[src/hdl/rar_pkg.sv]
// Shared widths, action codes and status type for the rational arithmetic block.
// Has no dependencies; every other file but the assertion header refers to it by scoped names.
package rar_pkg;

   localparam int OPERAND_WIDTH = 16;
   localparam int PROD_WIDTH    = 2 * OPERAND_WIDTH;
   localparam int SUM_WIDTH     = PROD_WIDTH + 1;
   localparam int MAG_WIDTH     = PROD_WIDTH;
   localparam int SUB_WIDTH     = MAG_WIDTH + 1;
   localparam int SHIFT_WIDTH   = $clog2(MAG_WIDTH);
   localparam int RESULT_WIDTH  = 32;

   typedef enum logic [1:0] {
      ACT_ADD = 2'd0,
      ACT_SUB = 2'd1,
      ACT_MUL = 2'd2,
      ACT_DIV = 2'd3
   } action_type;

   typedef struct packed {
      logic idle;
      logic done;
   } status_type;

endpackage

[src/hdl/rar_sub.sv]
// Shared subtract and compare unit of the rational arithmetic block.
// Serves both the binary GCD steps and the restoring division; uses rar_pkg.
module rar_sub (
   input  logic [rar_pkg::SUB_WIDTH-1:0] minuend,
   input  logic [rar_pkg::SUB_WIDTH-1:0] subtrahend,
   output logic [rar_pkg::SUB_WIDTH-1:0] difference,
   output logic                          borrow
);

   assign {borrow, difference} = {1'b0, minuend} - {1'b0, subtrahend};

endmodule

[src/hdl/rar_core.sv]
// Sequencer and datapath registers: products, combine, binary GCD, two divisions.
// Uses rar_pkg and instantiates the shared unit rar_sub.
module rar_core (
   input  logic                                     clock,
   input  logic                                     reset,
   input  logic                                     start,
   input  rar_pkg::action_type                      action,
   input  logic signed [rar_pkg::OPERAND_WIDTH-1:0] a,
   input  logic signed [rar_pkg::OPERAND_WIDTH-1:0] b,
   input  logic signed [rar_pkg::OPERAND_WIDTH-1:0] c,
   input  logic signed [rar_pkg::OPERAND_WIDTH-1:0] d,
   input  logic                                     out_free,
   output rar_pkg::status_type                      status,
   output logic signed [rar_pkg::RESULT_WIDTH-1:0]  res_num,
   output logic signed [rar_pkg::RESULT_WIDTH-1:0]  res_den
);

   typedef enum logic [3:0] {
      S_IDLE,
      S_MUL0,
      S_MUL1,
      S_MUL2,
      S_COMBINE,
      S_GCD,
      S_DIV,
      S_SIGN,
      S_DONE
   } state_type;

   state_type state_ff, state_in;
   rar_pkg::action_type act_ff, act_in;
   logic signed [rar_pkg::OPERAND_WIDTH-1:0] a_ff, a_in, b_ff, b_in, c_ff, c_in, d_ff, d_in;
   logic signed [rar_pkg::PROD_WIDTH-1:0] l_ff, l_in, r_ff, r_in, m_ff, m_in;
   logic neg_n_ff, neg_n_in, neg_m_ff, neg_m_in;
   logic [rar_pkg::MAG_WIDTH-1:0] mag_n_ff, mag_n_in, mag_m_ff, mag_m_in;
   logic [rar_pkg::MAG_WIDTH-1:0] x_ff, x_in, y_ff, y_in, g_ff, g_in, rem_ff, rem_in;
   logic [rar_pkg::SHIFT_WIDTH-1:0] k_ff, k_in, cnt_ff, cnt_in;
   logic div_m_ff, div_m_in;
   logic signed [rar_pkg::RESULT_WIDTH-1:0] res_num_ff, res_num_in, res_den_ff, res_den_in;

   logic signed [rar_pkg::OPERAND_WIDTH-1:0] mul_x, mul_y;
   logic signed [rar_pkg::PROD_WIDTH-1:0] prod;
   logic is_addsub;
   logic signed [rar_pkg::SUM_WIDTH-1:0] l_ext, r_ext, n_sum, n_neg;
   logic signed [rar_pkg::PROD_WIDTH-1:0] m_neg;
   logic [rar_pkg::SUB_WIDTH-1:0] sub_a, sub_b, sub_diff;
   logic sub_borrow;
   logic [rar_pkg::MAG_WIDTH-1:0] quo_cur, quo_next;
   logic signed [rar_pkg::MAG_WIDTH:0] qn_s, qm_s;

   rar_sub u_sub (
      .minuend    (sub_a),
      .subtrahend (sub_b),
      .difference (sub_diff),
      .borrow     (sub_borrow)
   );

   always_comb begin
      mul_x = a_ff;
      mul_y = d_ff;
      unique case (state_ff)
         S_MUL0: begin
            mul_y = (act_ff == rar_pkg::ACT_MUL) ? c_ff : d_ff;
         end
         S_MUL1: begin
            mul_x = c_ff;
            mul_y = b_ff;
         end
         S_MUL2: begin
            mul_x = b_ff;
            mul_y = (act_ff == rar_pkg::ACT_DIV) ? c_ff : d_ff;
         end
         default: begin
         end
      endcase
   end

   assign prod = mul_x * mul_y;

   assign is_addsub = (act_ff == rar_pkg::ACT_ADD) || (act_ff == rar_pkg::ACT_SUB);
   assign l_ext     = rar_pkg::SUM_WIDTH'(l_ff);
   assign r_ext     = is_addsub ? rar_pkg::SUM_WIDTH'(r_ff) : '0;
   assign n_sum     = (act_ff == rar_pkg::ACT_SUB) ? (l_ext - r_ext) : (l_ext + r_ext);
   assign n_neg     = -n_sum;
   assign m_neg     = -m_ff;

   assign quo_cur  = div_m_ff ? mag_m_ff : mag_n_ff;
   assign quo_next = {quo_cur[rar_pkg::MAG_WIDTH-2:0], ~sub_borrow};

   always_comb begin
      if (state_ff == S_DIV) begin
         sub_a = {rem_ff, quo_cur[rar_pkg::MAG_WIDTH-1]};
         sub_b = {1'b0, g_ff};
      end else begin
         sub_a = {1'b0, x_ff};
         sub_b = {1'b0, y_ff};
      end
   end

   assign qn_s = neg_n_ff ? -$signed({1'b0, mag_n_ff}) : $signed({1'b0, mag_n_ff});
   assign qm_s = neg_m_ff ? -$signed({1'b0, mag_m_ff}) : $signed({1'b0, mag_m_ff});

   always_comb begin
      state_in   = state_ff;
      act_in     = act_ff;
      a_in       = a_ff;
      b_in       = b_ff;
      c_in       = c_ff;
      d_in       = d_ff;
      l_in       = l_ff;
      r_in       = r_ff;
      m_in       = m_ff;
      neg_n_in   = neg_n_ff;
      neg_m_in   = neg_m_ff;
      mag_n_in   = mag_n_ff;
      mag_m_in   = mag_m_ff;
      x_in       = x_ff;
      y_in       = y_ff;
      g_in       = g_ff;
      rem_in     = rem_ff;
      k_in       = k_ff;
      cnt_in     = cnt_ff;
      div_m_in   = div_m_ff;
      res_num_in = res_num_ff;
      res_den_in = res_den_ff;
      unique case (state_ff)
         S_IDLE: begin
            if (start) begin
               act_in = action;
               a_in   = a;
               b_in   = b;
               c_in   = c;
               d_in   = d;
               if (((action == rar_pkg::ACT_ADD) || (action == rar_pkg::ACT_SUB)) &&
                   (b == d)) begin
                  l_in     = rar_pkg::PROD_WIDTH'(a);
                  r_in     = rar_pkg::PROD_WIDTH'(c);
                  m_in     = rar_pkg::PROD_WIDTH'(b);
                  state_in = S_COMBINE;
               end else begin
                  state_in = S_MUL0;
               end
            end
         end
         S_MUL0: begin
            l_in     = prod;
            state_in = S_MUL1;
         end
         S_MUL1: begin
            r_in     = prod;
            state_in = S_MUL2;
         end
         S_MUL2: begin
            m_in     = prod;
            state_in = S_COMBINE;
         end
         S_COMBINE: begin
            neg_n_in = n_sum[rar_pkg::SUM_WIDTH-1];
            neg_m_in = m_ff[rar_pkg::PROD_WIDTH-1];
            mag_n_in = n_sum[rar_pkg::SUM_WIDTH-1] ? n_neg[rar_pkg::MAG_WIDTH-1:0]
                                                   : n_sum[rar_pkg::MAG_WIDTH-1:0];
            mag_m_in = m_ff[rar_pkg::PROD_WIDTH-1] ? m_neg[rar_pkg::MAG_WIDTH-1:0]
                                                   : m_ff[rar_pkg::MAG_WIDTH-1:0];
            x_in     = n_sum[rar_pkg::SUM_WIDTH-1] ? n_neg[rar_pkg::MAG_WIDTH-1:0]
                                                   : n_sum[rar_pkg::MAG_WIDTH-1:0];
            y_in     = m_ff[rar_pkg::PROD_WIDTH-1] ? m_neg[rar_pkg::MAG_WIDTH-1:0]
                                                   : m_ff[rar_pkg::MAG_WIDTH-1:0];
            k_in     = '0;
            if ((n_sum == '0) || (m_ff == '0)) begin
               res_num_in = rar_pkg::RESULT_WIDTH'(n_sum);
               res_den_in = rar_pkg::RESULT_WIDTH'(m_ff);
               state_in   = S_DONE;
            end else begin
               state_in = S_GCD;
            end
         end
         S_GCD: begin
            priority if (x_ff == '0) begin
               g_in     = y_ff << k_ff;
               rem_in   = '0;
               cnt_in   = '0;
               div_m_in = 1'b0;
               state_in = S_DIV;
            end else if (y_ff == '0) begin
               g_in     = x_ff << k_ff;
               rem_in   = '0;
               cnt_in   = '0;
               div_m_in = 1'b0;
               state_in = S_DIV;
            end else if (!x_ff[0] && !y_ff[0]) begin
               x_in = x_ff >> 1;
               y_in = y_ff >> 1;
               k_in = k_ff + rar_pkg::SHIFT_WIDTH'(1);
            end else if (!x_ff[0]) begin
               x_in = x_ff >> 1;
            end else if (!y_ff[0]) begin
               y_in = y_ff >> 1;
            end else if (sub_borrow) begin
               x_in = y_ff;
               y_in = x_ff;
            end else begin
               x_in = sub_diff[rar_pkg::MAG_WIDTH-1:0];
            end
         end
         S_DIV: begin
            rem_in = sub_borrow ? sub_a[rar_pkg::MAG_WIDTH-1:0]
                                : sub_diff[rar_pkg::MAG_WIDTH-1:0];
            if (div_m_ff) begin
               mag_m_in = quo_next;
            end else begin
               mag_n_in = quo_next;
            end
            cnt_in = cnt_ff + rar_pkg::SHIFT_WIDTH'(1);
            if (cnt_ff == rar_pkg::SHIFT_WIDTH'(rar_pkg::MAG_WIDTH - 1)) begin
               cnt_in = '0;
               rem_in = '0;
               if (!div_m_ff) begin
                  div_m_in = 1'b1;
               end else begin
                  state_in = S_SIGN;
               end
            end
         end
         S_SIGN: begin
            res_num_in = rar_pkg::RESULT_WIDTH'(qn_s);
            res_den_in = rar_pkg::RESULT_WIDTH'(qm_s);
            state_in   = S_DONE;
         end
         S_DONE: begin
            if (out_free) begin
               state_in = S_IDLE;
            end
         end
         default: begin
            state_in = S_IDLE;
         end
      endcase
   end

   always_ff @(posedge clock) begin
      if (reset) begin
         state_ff <= S_IDLE;
      end else begin
         state_ff <= state_in;
      end
      act_ff     <= act_in;
      a_ff       <= a_in;
      b_ff       <= b_in;
      c_ff       <= c_in;
      d_ff       <= d_in;
      l_ff       <= l_in;
      r_ff       <= r_in;
      m_ff       <= m_in;
      neg_n_ff   <= neg_n_in;
      neg_m_ff   <= neg_m_in;
      mag_n_ff   <= mag_n_in;
      mag_m_ff   <= mag_m_in;
      x_ff       <= x_in;
      y_ff       <= y_in;
      g_ff       <= g_in;
      rem_ff     <= rem_in;
      k_ff       <= k_in;
      cnt_ff     <= cnt_in;
      div_m_ff   <= div_m_in;
      res_num_ff <= res_num_in;
      res_den_ff <= res_den_in;
   end

   assign status.idle = (state_ff == S_IDLE);
   assign status.done = (state_ff == S_DONE);
   assign res_num     = res_num_ff;
   assign res_den     = res_den_ff;

endmodule

[src/hdl/rational_arith_reduce.sv]
// Top level of the rational arithmetic block: request intake and response register.
// Uses rar_pkg and instantiates rar_core.
//
// A request carries an action (add, subtract, multiply, divide) and two signed
// fractions. The response carries the result fraction reduced by the GCD of the
// magnitudes of its parts; if either raw part is zero it is sent unreduced.
// A request is taken when req_valid is high and req_stall is low. req_stall is
// high from the cycle after a request is taken until its result has moved into
// the response register, so one request is in work at a time.
// When a raw part is zero the result skips the GCD and the divisions; otherwise
// it passes the binary GCD steps on the shared subtractor, the step that finds
// the divisor included, and then the two 32-step divisions on the same
// subtractor; cross-multiplied add and subtract, multiply and divide first form
// the products on the single multiplier.
// The response register lets the next request be taken while a result waits.
// While rsp_stall is high a valid response holds, and a finished result waits in
// the core. Synchronous reset empties the response register and idles the core.
module rational_arith_reduce (
   input  logic                                     clock,
   input  logic                                     reset,
   input  logic                                     req_valid,
   output logic                                     req_stall,
   input  logic [1:0]                               req_action,
   input  logic signed [rar_pkg::OPERAND_WIDTH-1:0] req_first_numerator,
   input  logic signed [rar_pkg::OPERAND_WIDTH-1:0] req_first_denominator,
   input  logic signed [rar_pkg::OPERAND_WIDTH-1:0] req_second_numerator,
   input  logic signed [rar_pkg::OPERAND_WIDTH-1:0] req_second_denominator,
   output logic                                     rsp_valid,
   input  logic                                     rsp_stall,
   output logic signed [rar_pkg::RESULT_WIDTH-1:0]  rsp_result_numerator,
   output logic signed [rar_pkg::RESULT_WIDTH-1:0]  rsp_result_denominator
);

   rar_pkg::status_type status;
   logic accept;
   logic out_free;
   logic signed [rar_pkg::RESULT_WIDTH-1:0] core_num, core_den;
   logic rsp_valid_ff, rsp_valid_in;
   logic signed [rar_pkg::RESULT_WIDTH-1:0] rsp_num_ff, rsp_num_in, rsp_den_ff, rsp_den_in;

   assign req_stall = ~status.idle;
   assign accept    = req_valid & ~req_stall;
   assign out_free  = ~rsp_valid_ff | ~rsp_stall;

   rar_core u_core (
      .clock    (clock),
      .reset    (reset),
      .start    (accept),
      .action   (rar_pkg::action_type'(req_action)),
      .a        (req_first_numerator),
      .b        (req_first_denominator),
      .c        (req_second_numerator),
      .d        (req_second_denominator),
      .out_free (out_free),
      .status   (status),
      .res_num  (core_num),
      .res_den  (core_den)
   );

   always_comb begin
      rsp_valid_in = rsp_valid_ff;
      rsp_num_in   = rsp_num_ff;
      rsp_den_in   = rsp_den_ff;
      priority if (status.done && out_free) begin
         rsp_valid_in = 1'b1;
         rsp_num_in   = core_num;
         rsp_den_in   = core_den;
      end else if (!rsp_stall) begin
         rsp_valid_in = 1'b0;
      end
   end

   always_ff @(posedge clock) begin
      if (reset) begin
         rsp_valid_ff <= 1'b0;
      end else begin
         rsp_valid_ff <= rsp_valid_in;
      end
      rsp_num_ff <= rsp_num_in;
      rsp_den_ff <= rsp_den_in;
   end

   assign rsp_valid              = rsp_valid_ff;
   assign rsp_result_numerator   = rsp_num_ff;
   assign rsp_result_denominator = rsp_den_ff;

endmodule

[config.mk]
export PLATFORM = sky130hd
export DESIGN_NAME = rational_arith_reduce
export DESIGN_NICKNAME = d
export VERILOG_FILES = /design/src/hdl/rar_pkg.sv /design/src/hdl/rar_sub.sv /design/src/hdl/rar_core.sv /design/src/hdl/rational_arith_reduce.sv
export SDC_FILE = /design/constraint.sdc
export NUM_CORES = 2
export LEC_CHECK = 0
export BUFFER_PORTS_ARGS = -buffer_cell sky130_fd_sc_hd__buf_2
export CORE_UTILIZATION = 45
export DETAILED_ROUTE_END_ITERATION = 16
export MAX_ROUTING_LAYER = met4
export SKIP_CTS_REPAIR_TIMING = 1
export SYNTH_ARGS = -nofsm -noshare
export SYNTH_HDL_FRONTEND = slang
export SYNTH_SLANG_ARGS = --single-unit
[constraint.sdc]
create_clock -name clock -period 7.78 [get_ports clock]
set_input_delay 0.389 -clock clock [delete_from_list [all_inputs] [get_ports clock]]
set_output_delay 0.389 -clock clock [all_outputs]
set_load 0.05 [all_outputs]
* Yosys cells after proc, flatten, opt, wreduce, memory -nomap -nowiden
Cells that the tools add are included.
Storage, ports and cells: output and inout port bits 66, logic and storage cells 187, input port bits 70, register bits after elaboration 500
Operators by class: reductions and logical operators 39, equality and inequality tests 29, shift operators 2, bitwise logic cells 6, multiplexer cells 74, multiply operators 1, add/sub/neg operators 9
Operators with widths (number):
- $mux 32 | 34
- $pmux 32 s2 | 10
- $neg 32->32 | 4
- $mux 33 | 3
- $logic_not 32->1 | 3
- $shl 32x5->32 | 2
- $pmux 16 s3 | 1
- $pmux 4 s9 | 1
- $sub 33x32->34 | 1
- $add 32x33->33 | 1
- $logic_not 33->1 | 1
- $sub 32x33->33 | 1
- $mul 16x16->32 | 1
- $mux 16 | 2
- $pmux 16 s2 | 1
- $mux 5 | 6
- $mux 4 | 7
- $pmux 5 s2 | 2
- $eq 16x16->1 | 1
- $eq 4x3->1 const B | 4
- $reduce_bool 2->1 | 8
- $reduce_and 3->1 | 5
- $ne 2x1->1 const B | 7
- $reduce_and 2->1 | 6
- 23 further kinds | 48

* Depth between registers and ports, before layout
word-level depth 10, depth in mapped cells 35

* Modules after synthesis
Synthesis repeated with hierarchy kept, for this count alone.
Second synthesis, totals: cell total of the unflattened synthesis 4283, area, all modules 40493.8 µm²
Modules (own cells, without submodules):
- rar_core | area each 36496.3 µm², cells each 3917, seq. area each 13022.5 µm², instances 1
- rar_sub | area each 2026.9 µm², cells each 295, seq. area each 0.0 µm², instances 1
- rational_arith_reduce | area each 1970.6 µm², cells each 71, seq. area each 1941.9 µm², instances 1

* Least setup slack after synthesis
OpenSTA, ideal clock, no wires.
path type flip-flop to flip-flop, start point register u_core.state_ff[3], end point register u_core.l_ff[29] (netlist bit), data pin, stages on the path, launching flop included 33, setup time 0.270 ns, data arrival time 7.915 ns, clock period less this slack 8.185 ns, setup slack -0.405 ns, cells stage by stage dfxtp_1 > clkbuf_1 > nor2_1 > and2_1 > clkbuf_1 > a31oi_1 > nor2_1 > clkbuf_1 > a222oi_1 > clkbuf_1 > nor2_1 > fa_1 > inv_1 > fa_1 > fa_1 > inv_1 > fa_1 > fa_1 > inv_1 > fa_1 > inv_1 > ha_1 > a21o_1 > nand2_1 > nand2b_1 > a2111oi_0 > a211oi_1 > a221oi_1 > o31ai_1 > a21o_1 > a31oi_1 > xor2_1 > o21ai_0
On the way: word-level cells in the longest chain between the ends 4, elaborated cells between the ends (all ways) 8
RTL lines:
- start: declaration | RTL line rar_core.sv:30 | state_type state_ff, state_in;
- start signal: assignment | RTL line rar_core.sv:244 | state_ff <= state_in;
- $eq 4x2->1 or $eq 4x1->1 (tied branches) | RTL line rar_core.sv:61, rar_core.sv:126
- $pmux 16 s3 or $pmux 16 s2 (tied branches) | RTL line rar_core.sv:61 | unique case (state_ff)
- $mul 16x16->32 | RTL line rar_core.sv:78 | assign prod = mul_x * mul_y;
- $pmux 32 s2 * | RTL line rar_core.sv:126 | unique case (state_ff)
- via u_core.l_in (one bit) | RTL line rar_core.sv:33 | logic signed [rar_pkg::PROD_WIDTH-1:0] l_ff, l_in, r_ff, r_in, m_ff, m_in;
- end signal: assignment | RTL line rar_core.sv:251 | l_ff <= l_in;
- end: declaration | RTL line rar_core.sv:33
The timed path passes the listed nets; every way through them passes the cells marked *. A chain may end at the register's enable or synchronous reset.

* Final worst setup path
start point register u_core.state_ff[2], end point register u_core.r_ff[29] (netlist bit), data pin
On the way: word-level cells in the longest chain between the ends 4, elaborated cells between the ends (all ways) 8
RTL lines:
- $eq 4x2->1, or another cell as far along | RTL line rar_core.sv:61
- $pmux 16 s3 or $pmux 16 s2 (tied branches) | RTL line rar_core.sv:61
- $mul 16x16->32 | RTL line rar_core.sv:78
- $pmux 32 s2 * | RTL line rar_core.sv:126
- via u_core.r_in (one bit) | RTL line rar_core.sv:33
- end signal: assignment | RTL line rar_core.sv:252 | r_ff <= r_in;
- end: declaration | RTL line rar_core.sv:33
Marked as above.

==> run_results.csv <==
group,metric,value,unit
timing,max_freq,132,MHz
synth,ys_seq_area_share,37.4,%
synth,synth_common_cells,"nand2_1 (525), edfxtp_1 (495), inv_1 (387), nor2_1 (349), a21oi_1 (338)",
synth,synth_enable_flop_cells,495,
placed_design,dp_hpwl,106000,um
setup_path,worst_path_most_repeated_cell,"fa_1",
synth,syn_nets,4660,
synth,ys_ff_latch,500,
clock_tree,clock-sinks,500,
routing,routed_wl,138000,um
synth,ys.flop_type,"edfxtp_1",
placed_design,gp_congestion,0.973,
floorplan,io_pins,136,
global_routing,grt_max_degree,107,
setup_path,crit_path_end_kind,"flop",
timing,skew,0.0534,ns
clock_tree,clkLatencyLatePin,0.67,ns
global_routing,grt_pass1_vias,31600,
layout,syn_to_final_growth,14.3,%
timing,finalHoldViolCount,0,
clock_tree,clk_pin_slew_worst_paths,0.06,ns
floorplan,core,0.0882,sq mm
setup_path,crit_arrival,7.91,ns
layout,final_nets,4879,
clock_tree,clock-root-buffer,"clkbuf_16",
floorplan,die_area,0.0902,sq mm
placed_design,portBuffers,135,
synth,yosys.area.top_type,"edfxtp_1",
routing,antenna_left,0,
timing,period_share,97.3,%
clock_tree,ctsHtreeMaxLevel,2,
setup_path,required,8.12,ns
routing,first_pass_iters,6,
floorplan,die_y,300,um
timing,slew_headroom,13.1,%
setup_path,criticalPathCategory,"reg2reg",
routing,via_count,32900,
timing,setup_viol,0,
timing,finalSetupTns,0,ns
floorplan,fp-row-count,109,
clock_tree,cts_tree,"yes",
floorplan,start_util,45.4,%
timing,worst_slew_pin_slew,1.29,ns
synth,synth_area,0.0400,sq mm
synth,syn_area_per_cell,9.60,sq um
global_routing,grt-ovfl-total,0,
setup_path,slowest_delay,0.54,ns
job,drv_cap,0,
setup_path,cpMaxStageDelayCell,"fa_1",
global_routing,grt_antenna_before_repair,3,
synth,synth-async-reset-ratio,0,%
synth,ys_types,87,
synth,synth_area_leaders,"edfxtp_1 (37%), fa_1 (13%), nand2_1 (4.9%), ha_1 (4.8%), a21oi_1 (4.2%)",
synth,yosys_warnings,0,
timing,slew_viol_final,0,
timing,holdWs,0.0214,ns
layout,finalNonFillerCells,5606,
setup_path,critical_path.max_fanout,8,
clock_tree,cts_made_buffers,57,
layout,layout-drive-gt1-share,12.9,%
synth,yosysTopAreaCellShare,37.1,%
routing,drc,0,
routing,wl_per_cell,24.6,um
global_routing,grt_use_total,30.7,%
status,outcome,"finished, final reports clean",
worst_hold_path,hp-class,"in2reg",
placed_design,dp.cells,5412,
floorplan,fp.dieW,300,um
synth,synthCells,4172,
synth,yosysMostFrequentCell,"nand2_1",
global_routing,grt_pass1_wl,201000,um
routing,drt-initial-drc-count,3135,
setup_path,worstSetupStartpointType,"flop",
timing,rsz0062_at_grt,"yes",
timing,min_period,7.57,ns
clock_tree,clk_path_buf_depth,3,
routing,viasPerCell,5.86,
## logic make-up (layout without fill, tap and decap cells)
| kind of cell | Yosys count | count (layout) | share of synthesized area (%) |
|---|---|---|---|
| DFF | 500 | 500 | 37.4 |
| AOI/OAI and AO/OA | 1009 | 1009 | 15.7 |
| other | 0 | 2 | 0 |
| adders and majority gates | 418 | 418 | 18.0 |
| and+or+nand+nor | 1286 | 1286 | 14.8 |
| xor gates and xnor gates | 235 | 235 | 5.14 |
| buffers and inverters | 595 | 862 | 5.63 |
| muxes | 129 | 129 | 3.38 |
## sequential cells by signal (all words and copies together), names as in the netlist, 4 cells and up
name	count
rsp_result_denominator	32
rsp_result_numerator	32
u_core.a_ff	16
u_core.b_ff	16
u_core.c_ff	16
u_core.cnt_ff	5
u_core.d_ff	16
u_core.g_ff	32
u_core.k_ff	5
u_core.l_ff	32
u_core.m_ff	32
u_core.mag_m_ff	32
u_core.mag_n_ff	32
u_core.r_ff	32
u_core.rem_ff	32
u_core.res_den	32
u_core.res_num	32
u_core.state_ff	4
u_core.x_ff	32
u_core.y_ff	32
## routing by layer
layer | vias up | part of all wire, % | GRT usage, % | wire (um)
li1 | 15100 | - | - | -
met1 | 16100 | 41 | 39.1 | 56300
met2 | 1396 | 47 | 49.0 | 64500
met3 | 336 | 6.6 | 3.42 | 9160
met4 | 0 | 5.7 | 14.9 | 7840
met5 | - | 0 | - | 0
## critical path, delay by kind of cell, from the launching register on
family,cells,cell delay (ns)
AO/OA/AOI/OAI,10,1.93
XOR/XNOR,1,0.25
adder cells (fa/ha/maj),7,3.31
buffers and inverters,9,1.03
flip-flops,1,0.36
AND/OR/NAND/NOR,6,0.42
## final cells by class
class | count | area, sq um
multi-input combinational | 3077 | 23200
antenna | 2 | 5.00
tap | 1165 | 1460
sequential | 500 | 15000
clock inverter | 44 | 505
inverter | 389 | 1460
fill | 8097 | 42500
timing repair buffer | 366 | 2660
clock buffer | 63 | 1470
## worst paths after layout
check	from	endpoint	slack [ns]	depth (start not counted)
hold reg to reg	u_core.res_den[22]	rsp_result_denominator[22]	0.40	0
setup / recovery	u_core.state_ff[2]	u_core.r_ff[29]	0.21	33
setup reg to reg	u_core.state_ff[2]	u_core.r_ff[29]	0.21	33
hold / removal	rsp_stall	rsp_valid	0.02	3
## per-stage QoR
| step | util, % | setup WS, ns | instance area, sq um |
|---|---|---|---|
| after CTS | 50.6 | 0.0269 | 44700 |
| after detailed placement | 48.4 | 0.0448 | 42700 |
| final | 51.9 | 0.212 | 45800 |
| after global placement | 48.4 | 0.171 | 42700 |
| after global routing | 51.9 | -0.0980 | 45800 |
| after floorplan | - | 0.0129 | 40100 |
## cells in the final DEF (no fill, tap or decap), types with 36 or more instances in the layout
master	Yosys	final
nand2_1	525	513
edfxtp_1	495	495
inv_1	387	379
nor2_1	349	336
a21oi_1	338	330
fa_1	264	259
o21ai_0	258	250
buf_4	1	167
ha_1	154	145
xor2_1	142	142
buf_2	6	135
mux2i_1	108	107
a211oi_1	93	92
xnor2_1	93	91
nor2b_1	82	78
a21o_1	70	68
clkbuf_16	0	58
dlygate4sd3_1	0	48
nand2b_1	46	45
and2_1	44	42
nor3_1	36	36
nor4_1	36	36
Power is not shown: default switching activity piles up to over one toggle a cycle in this logic, so the estimate is an artifact.
